==> src/lcgx_pkg.sv <==
// Types and constants of the LCG keystream XOR cipher.
package lcgx_pkg;

  localparam int unsigned WORD_W = 64;
  localparam int unsigned BYTE_W = 8;
  localparam int unsigned POS_W  = 3;
  localparam int unsigned CNT_W  = 6;
  localparam int unsigned IDX_W  = 2;

  typedef enum logic [IDX_W-1:0] {
    REG_SEED = 2'd0,
    REG_MULT = 2'd1,
    REG_INCR = 2'd2,
    REG_MOD  = 2'd3
  } cfg_reg_e;

  typedef enum logic [1:0] {
    ST_IDLE,
    ST_MUL,
    ST_DIV
  } lcgx_state_e;

endpackage

==> src/lcg_keystream_xor_cipher.sv <==
// LCG keystream XOR cipher: byte stream in, XORed byte stream out.
//
// Every input word is one data byte; it leaves XORed with one byte of a keystream built from
// 64-bit words X0 = seed, X(n+1) = (a*X(n) + c) mod m, least significant byte first. Product
// and sum wrap at 64 bits; m = 0 means no reduction. tuser = 1 on an input word reloads the
// seed and restarts at byte zero; tlast is carried through to the output unchanged. Bytes 0
// to 6 of a keystream word can be taken back to back while the skid word is empty. Byte 7
// also triggers the next-word computation, during which s_axis_tready_o stays low: a
// shift-and-add multiply, then a restoring remainder when m is nonzero, all on one shared
// 65-bit adder. An output register plus a skid word absorb input while the sink stalls; once
// the skid word is full, s_axis_tready_o stays low. Registers (cfg_idx_i): 0 seed,
// 1 multiplier, 2 increment, 3 modulus. A new seed applies at the next start; new a, c, m
// apply from the next word advance that begins after the write.
module lcg_keystream_xor_cipher (
  input  logic                              clk_i,
  input  logic                              rst_ni,
  // configuration write port
  input  logic                              cfg_we_i,
  input  logic [lcgx_pkg::IDX_W-1:0]        cfg_idx_i,
  input  logic [lcgx_pkg::WORD_W-1:0]       cfg_wdata_i,
  // input stream
  input  logic                              s_axis_tvalid_i,
  output logic                              s_axis_tready_o,
  input  logic [lcgx_pkg::BYTE_W-1:0]       s_axis_tdata_i,  // [7:0] data_byte
  input  logic                              s_axis_tuser_i,  // [0] start_of_message
  input  logic                              s_axis_tlast_i,  // end_of_message
  // output stream
  output logic                              m_axis_tvalid_o,
  input  logic                              m_axis_tready_i,
  output logic [lcgx_pkg::BYTE_W-1:0]       m_axis_tdata_o,  // [7:0] out_byte
  output logic                              m_axis_tlast_o   // last
);

  localparam int unsigned W = lcgx_pkg::WORD_W;
  localparam int unsigned B = lcgx_pkg::BYTE_W;

  // configuration registers
  logic [W-1:0] seed_q, mult_q, incr_q, modulus_q;

  // keystream state
  logic [W-1:0]                   cur_word_q, cur_word_d;
  logic [lcgx_pkg::POS_W-1:0]     pos_q, pos_d;

  // sequencer
  lcgx_pkg::lcgx_state_e          state_q, state_d;
  logic [lcgx_pkg::CNT_W-1:0]     cnt_q, cnt_d;

  // iteration datapath: acc doubles as the dividend shifter
  logic [W-1:0] acc_q, acc_d;     // product accumulator, then dividend
  logic [W-1:0] mcand_q, mcand_d; // shifted multiplicand
  logic [W-1:0] mplr_q, mplr_d;   // multiplier bits, LSB first
  logic [W-1:0] modv_q, modv_d;   // modulus latched for this advance
  logic [W-1:0] rem_q, rem_d;     // partial remainder

  // shared adder
  logic [W:0]   add_a, add_b;
  logic         add_cin;
  logic [W+1:0] add_sum;
  logic [W:0]   shifted;

  // output register and skid word
  logic         out_vld_q, sk_vld_q;
  logic [B-1:0] out_dat_q, sk_dat_q;
  logic         out_lst_q, sk_lst_q;

  logic                       s_acc, m_take;
  logic [W-1:0]               word_sel;
  logic [lcgx_pkg::POS_W-1:0] pos_sel;
  logic [B-1:0]               res_byte;

  assign s_axis_tready_o = (state_q == lcgx_pkg::ST_IDLE) && !sk_vld_q;
  assign s_acc           = s_axis_tvalid_i && s_axis_tready_o;
  assign m_take          = out_vld_q && m_axis_tready_i;

  assign m_axis_tvalid_o = out_vld_q;
  assign m_axis_tdata_o  = out_dat_q;
  assign m_axis_tlast_o  = out_lst_q;

  // keystream byte for the word being accepted
  assign word_sel = s_axis_tuser_i ? seed_q : cur_word_q;
  assign pos_sel  = s_axis_tuser_i ? '0 : pos_q;
  assign res_byte = s_axis_tdata_i ^ word_sel[{pos_sel, 3'b000} +: B];

  assign shifted  = {rem_q, acc_q[W-1]};
  assign add_sum  = {1'b0, add_a} + {1'b0, add_b} + {{(W+1){1'b0}}, add_cin};

  // configuration writes
  always_ff @(posedge clk_i or negedge rst_ni) begin
    if (!rst_ni) begin
      seed_q    <= '0;
      mult_q    <= {{(W-1){1'b0}}, 1'b1};
      incr_q    <= '0;
      modulus_q <= '0;
    end else if (cfg_we_i) begin
      unique case (lcgx_pkg::cfg_reg_e'(cfg_idx_i))
        lcgx_pkg::REG_SEED: seed_q    <= cfg_wdata_i;
        lcgx_pkg::REG_MULT: mult_q    <= cfg_wdata_i;
        lcgx_pkg::REG_INCR: incr_q    <= cfg_wdata_i;
        lcgx_pkg::REG_MOD:  modulus_q <= cfg_wdata_i;
        default: ;
      endcase
    end
  end

  // sequencer and keystream next state
  always_comb begin
    state_d    = state_q;
    cnt_d      = cnt_q;
    cur_word_d = cur_word_q;
    pos_d      = pos_q;
    acc_d      = acc_q;
    mcand_d    = mcand_q;
    mplr_d     = mplr_q;
    modv_d     = modv_q;
    rem_d      = rem_q;
    add_a      = '0;
    add_b      = '0;
    add_cin    = 1'b0;

    unique case (state_q)
      lcgx_pkg::ST_IDLE: begin
        if (s_acc) begin
          if (pos_sel == lcgx_pkg::POS_W'(7)) begin
            // last byte of the word: start a*X + c, c preloaded in acc
            pos_d   = '0;
            acc_d   = incr_q;
            mcand_d = word_sel;
            mplr_d  = mult_q;
            modv_d  = modulus_q;
            cnt_d   = '0;
            state_d = lcgx_pkg::ST_MUL;
          end else begin
            pos_d      = pos_sel + lcgx_pkg::POS_W'(1);
            cur_word_d = word_sel;
          end
        end
      end

      lcgx_pkg::ST_MUL: begin
        add_a   = {1'b0, acc_q};
        add_b   = {1'b0, mplr_q[0] ? mcand_q : {W{1'b0}}};
        acc_d   = add_sum[W-1:0];
        mcand_d = {mcand_q[W-2:0], 1'b0};
        mplr_d  = {1'b0, mplr_q[W-1:1]};
        cnt_d   = cnt_q + lcgx_pkg::CNT_W'(1);
        if (cnt_q == '1) begin
          cnt_d = '0;
          if (modv_q == '0) begin
            cur_word_d = add_sum[W-1:0];
            state_d    = lcgx_pkg::ST_IDLE;
          end else begin
            rem_d   = '0;
            state_d = lcgx_pkg::ST_DIV;
          end
        end
      end

      lcgx_pkg::ST_DIV: begin
        // restoring remainder step: shifted - m, keep if no borrow (carry out of bit W)
        add_a   = shifted;
        add_b   = ~{1'b0, modv_q};
        add_cin = 1'b1;
        rem_d   = add_sum[W+1] ? add_sum[W-1:0] : shifted[W-1:0];
        acc_d   = {acc_q[W-2:0], 1'b0};
        cnt_d   = cnt_q + lcgx_pkg::CNT_W'(1);
        if (cnt_q == '1) begin
          cnt_d      = '0;
          cur_word_d = rem_d;
          state_d    = lcgx_pkg::ST_IDLE;
        end
      end

      default: state_d = lcgx_pkg::ST_IDLE;
    endcase
  end

  always_ff @(posedge clk_i or negedge rst_ni) begin
    if (!rst_ni) begin
      state_q    <= lcgx_pkg::ST_IDLE;
      cnt_q      <= '0;
      cur_word_q <= '0;
      pos_q      <= '0;
    end else begin
      state_q    <= state_d;
      cnt_q      <= cnt_d;
      cur_word_q <= cur_word_d;
      pos_q      <= pos_d;
    end
  end

  // iteration datapath, no reset needed
  always_ff @(posedge clk_i) begin
    acc_q   <= acc_d;
    mcand_q <= mcand_d;
    mplr_q  <= mplr_d;
    modv_q  <= modv_d;
    rem_q   <= rem_d;
  end

  // output register with skid word behind it
  always_ff @(posedge clk_i or negedge rst_ni) begin
    if (!rst_ni) begin
      out_vld_q <= 1'b0;
      sk_vld_q  <= 1'b0;
    end else begin
      if (s_acc) begin
        if (!out_vld_q || m_take) begin
          out_vld_q <= 1'b1;
        end else begin
          sk_vld_q <= 1'b1;
        end
      end else if (m_take) begin
        out_vld_q <= sk_vld_q;
        sk_vld_q  <= 1'b0;
      end
    end
  end

  always_ff @(posedge clk_i) begin
    if (s_acc) begin
      if (!out_vld_q || m_take) begin
        out_dat_q <= res_byte;
        out_lst_q <= s_axis_tlast_i;
      end else begin
        sk_dat_q <= res_byte;
        sk_lst_q <= s_axis_tlast_i;
      end
    end else if (m_take && sk_vld_q) begin
      out_dat_q <= sk_dat_q;
      out_lst_q <= sk_lst_q;
    end
  end

endmodule

==> config.mk <==
export PLATFORM = sky130hd
export DESIGN_NAME = lcg_keystream_xor_cipher
export DESIGN_NICKNAME = d
export VERILOG_FILES = /design/src/lcgx_pkg.sv /design/src/lcg_keystream_xor_cipher.sv
export SDC_FILE = /design/constraint.sdc
export NUM_CORES = 1
export LEC_CHECK = 0
export BUFFER_PORTS_ARGS = -buffer_cell sky130_fd_sc_hd__clkbuf_2
export CORE_MARGIN = 3
export CORE_UTILIZATION = 55
export DETAILED_ROUTE_END_ITERATION = 7
export MAX_ROUTING_LAYER = met4
export PLACE_DENSITY_LB_ADDON = 0.25
export SLEW_MARGIN = 20
export SYNTH_ARGS = -nofsm -noshare
export SYNTH_HDL_FRONTEND = slang
export SYNTH_SLANG_ARGS = --single-unit
==> constraint.sdc <==
create_clock -name clk_i -period 23.6 [get_ports clk_i]
set_input_delay 7.08 -clock clk_i [delete_from_list [all_inputs] [get_ports clk_i]]
set_output_delay 7.08 -clock clk_i [all_outputs]
set_load 0.02 [all_outputs]
==> run_results.csv <==
group,metric,value,unit
run_status,status,"finished, final reports clean",
critical_path,slowest_delay,890,ps
finish,fill_cells,5092,
floorplanning,fp.dieArea,66900,um2
clock_network,htreeDepth,3,
finish,syn_to_final_growth,10.2,%
drt,vias,26268,
drt,drt-pass1-iter-count,6,
min_path,hp-class,"reg -> reg",
critical_path,slowest_stage,"and4b_2",
power_and_ir_drop,intPower,2.11,mW
sta,timing.max_slew.rel_slack,21.8,%
clock_network,postCtsSetupBuffers,0,
grt,gr-total-overflow,0,
power_and_ir_drop,ir_drop,0.0614,mV
clock_network,clock_latency,630,ps
floorplanning,start_util,55.7,%
clock_network,hold_buffers,0,
finish,seq_area,18500,um2
critical_path,cp-start-kind,"input pin",
placement,placement.io_buffers,91,
sta,fmax,0.0860,GHz
clock_network,root_buffer,"clkbuf_16",
clock_network,clockBufferDepth,3,
critical_path,worst-setup-path-type,"in -> reg",
sta,tightest_slew,1170,ps
drt,drt_iter0_drc,3275,
synth,ys_types,77,
synth,yosysWarnings,0,
clock_network,clk_pin_slew,60,ps
synth,yosysSeqAreaShare,52.6,%
critical_path,crit_buf_inv,3,
finish,nets,3362,
finish,stdcell_count,4115,
sta,finalSetupTns,0,ps
power_and_ir_drop,clock_power_share,43.0,%
finish,design_area,38700,um2
sta,finClkSkew,31.2,ps
sta,hold_violations,0,
floorplanning,die_w,259,um
synth,synth_seq_cells,671,
synth,synth_cells,3223,
placement,place_area,36200,um2
synth,synthFlopType,"edfxtp_1",
placement,gp_congestion,0.994,
critical_path,path_max_fanout,82,
clock_network,cts_tree,"yes",
sta,timing.final.crit_share,49.3,%
synth,synth_area,35100,um2
power_and_ir_drop,p_per_area,70.8,nW/um2
critical_path,cp_top_family,"simple AND/OR/NAND/NOR gates",
drt,routed_wl,102000,um
grt,grt_pass1_vias,26117,
job,maxCapViolations,0,
grt,grt_pass1_wl,157000,um
min_path,hold_start,"modulus_q[44]",
sta,slew_viol_final,0,
critical_path,r2r.worst_path.cells,17,
min_path,min_path_cells,0,
floorplanning,io-pin-count,92,
critical_path,cp.required,24100,ps
critical_path,r2r_start,"state_q[0]",
grt,grtUsageTotal,31.3,%
grt,antenna_found_initial,2,
sta,period_minus_slack,11620,ps
sta,setup_viol,0,
synth,yosys-top-cells-area,"edfxtp_1 (29%), dfrtp_1 (24%), mux2_2 (11%)",
floorplanning,die_h,259,um
synth,async_flop_share,49.6,%
synth,synth_edf_count,338,
placement,place_hpwl,67800,um
floorplanning,core,63100,um2
finish,post-route-util,61.3,%
power_and_ir_drop,switching_share,22.9,%
grt,grt_max_degree,186,
clock_network,numCtsBuffers,73,
floorplanning,rows,92,
synth,avgSynthCellArea,10.9,um2
power_and_ir_drop,combPwrFrac,6.7,%
drt,vias_per_cell,6.38,
critical_path,cp-end-kind,"flop",
critical_path,r2r_setup_slack,16900,ps
drt,antenna_left,0,
power_and_ir_drop,p_switching,626,uW
finish,multi_input_area,15700,um2
critical_path,regToRegEndpoint,"cur_word_q[20]",
power_and_ir_drop,p_leak,15.5,nW
synth,yosysTopAreaCellShare,28.9,%
finish,layout-drive-gt1-share,19.1,%
synth,synth_top_cell_by_area,"edfxtp_1",
critical_path,cp_cell_sequence,"buf_6 -> nand2b_1 -> clkinv_1 -> ha_1 -> o21ai_0 -> and4b_2 -> buf_4 -> nand2_2 -> a211o_1 -> o221a_2",
power_and_ir_drop,pwr-share-seq,50.3,%
clock_network,cts_num_sinks,671,
placement,place_inst,3977,
drt,drc_errors,0,
sta,rsz0062_at_grt,"false",
critical_path,arrival,12120,ps
clock_network,cts_resized,0,
min_path,hold_end,"modv_q[44]",
drt,wl_per_cell,24.9,um
synth,syn-num-nets,3377,
-- through the flow --
stage          hold slack (ps)  power [mW]  setup slack, ps
2_1_floorplan              419        1.51             9660
3_3_place_gp               425        1.57            11740
3_5_place_dp               425        1.58            11540
4_1_cts                    438        2.75            12170
5_1_grt                    445        2.83            11650
6_report                   437        2.74            11980
-- power groups by stage --
stage	Combinational [mW]	Clock, mW	Sequential [mW]
floorplan	0.129	0	1.38
global placement	0.174	0	1.39
detailed placement	0.183	0	1.40
CTS	0.184	1.19	1.38
global route	0.202	1.24	1.39
finish	0.184	1.18	1.38
-- worst max-delay path by stage --
stage,to,cells after the start,start
6_report,cur_word_q[33],10,s_axis_tuser_i
5_1_grt,cur_word_q[32],11,s_axis_tuser_i
4_1_cts,cur_word_q[33],10,s_axis_tuser_i
3_5_place_dp,cur_word_q[33],10,s_axis_tuser_i
3_3_place_gp,cur_word_q[35],10,s_axis_tuser_i
2_1_floorplan,mcand_q[0],7,s_axis_tuser_i
-- synth_stat cells (all sizes together), types with 51 or more instances --
| master | n |
|---|---|
| and2 | 80 |
| mux2i | 116 |
| a21o | 51 |
| dfrtp | 332 |
| a31oi | 56 |
| o22ai | 51 |
| edfxtp | 338 |
| a22oi | 98 |
| ha | 71 |
| nor2b | 82 |
| mux2 | 334 |
| nand2 | 327 |
| a21oi | 206 |
| o21ai | 197 |
| nor2 | 275 |
| clkbuf | 189 |
-- metal layers --
layer,GRT usage [%],vias to the layer above,wire [um]
met1,43.2,13054,44500
met4,9.79,0,3110
met5,-,-,0
met3,6.62,205,9130
met2,46.8,1240,45700
li1,-,11769,-
-- layout by cell type, fill, tap and decap left out, drive strengths merged, types with 56 or more instances in the layout --
master,netlist,routed
a21oi,206,206
a22oi,98,98
a31oi,56,56
and2,80,80
clkbuf,189,193
dfrtp,332,332
edfxtp,338,338
ha,71,71
inv,50,57
mux2,334,334
mux2i,116,116
nand2,327,327
nor2,275,275
nor2b,82,82
o21ai,197,197
-- flip-flops by register name (all words and copies together), names as in the netlist, 6 cells and up --
| name | cells |
|---|---|
| acc_q | 64 |
| cnt_q | 6 |
| cur_word_q | 64 |
| incr_q | 64 |
| m_axis_tdata_o | 8 |
| mcand_q | 64 |
| modulus_q | 64 |
| modv_q | 64 |
| mplr_q | 64 |
| mult_q | 64 |
| rem_q | 64 |
| seed_q | 64 |
| sk_dat_q | 8 |
-- final cells by class --
type / count / share of cell area (%)
Inverter: 51 / 0.495
Antenna cell: 3 / 0.0194
Timing Repair Buffer: 127 / 2.09
Clock buffer: 104 / 5.47
Sequential cell: 671 / 47.8
Multi-Input combinational cell: 2284 / 40.5
Tap cell: 846 / 2.74
Clock inverter: 29 / 0.886
-- logic make-up after synthesis --
logic type	Yosys count	synth area share (%)
AND/OR/NAND/NOR	898	11.7
AO/OA/AOI/OAI	792	14.2
flip-flops	671	52.6
multiplexers	452	14.1
buffers and inverters	268	3.00
adder cells (fa/ha/maj)	73	2.64
XOR/XNOR	69	1.72
Power figures use the tool's default switching activity.
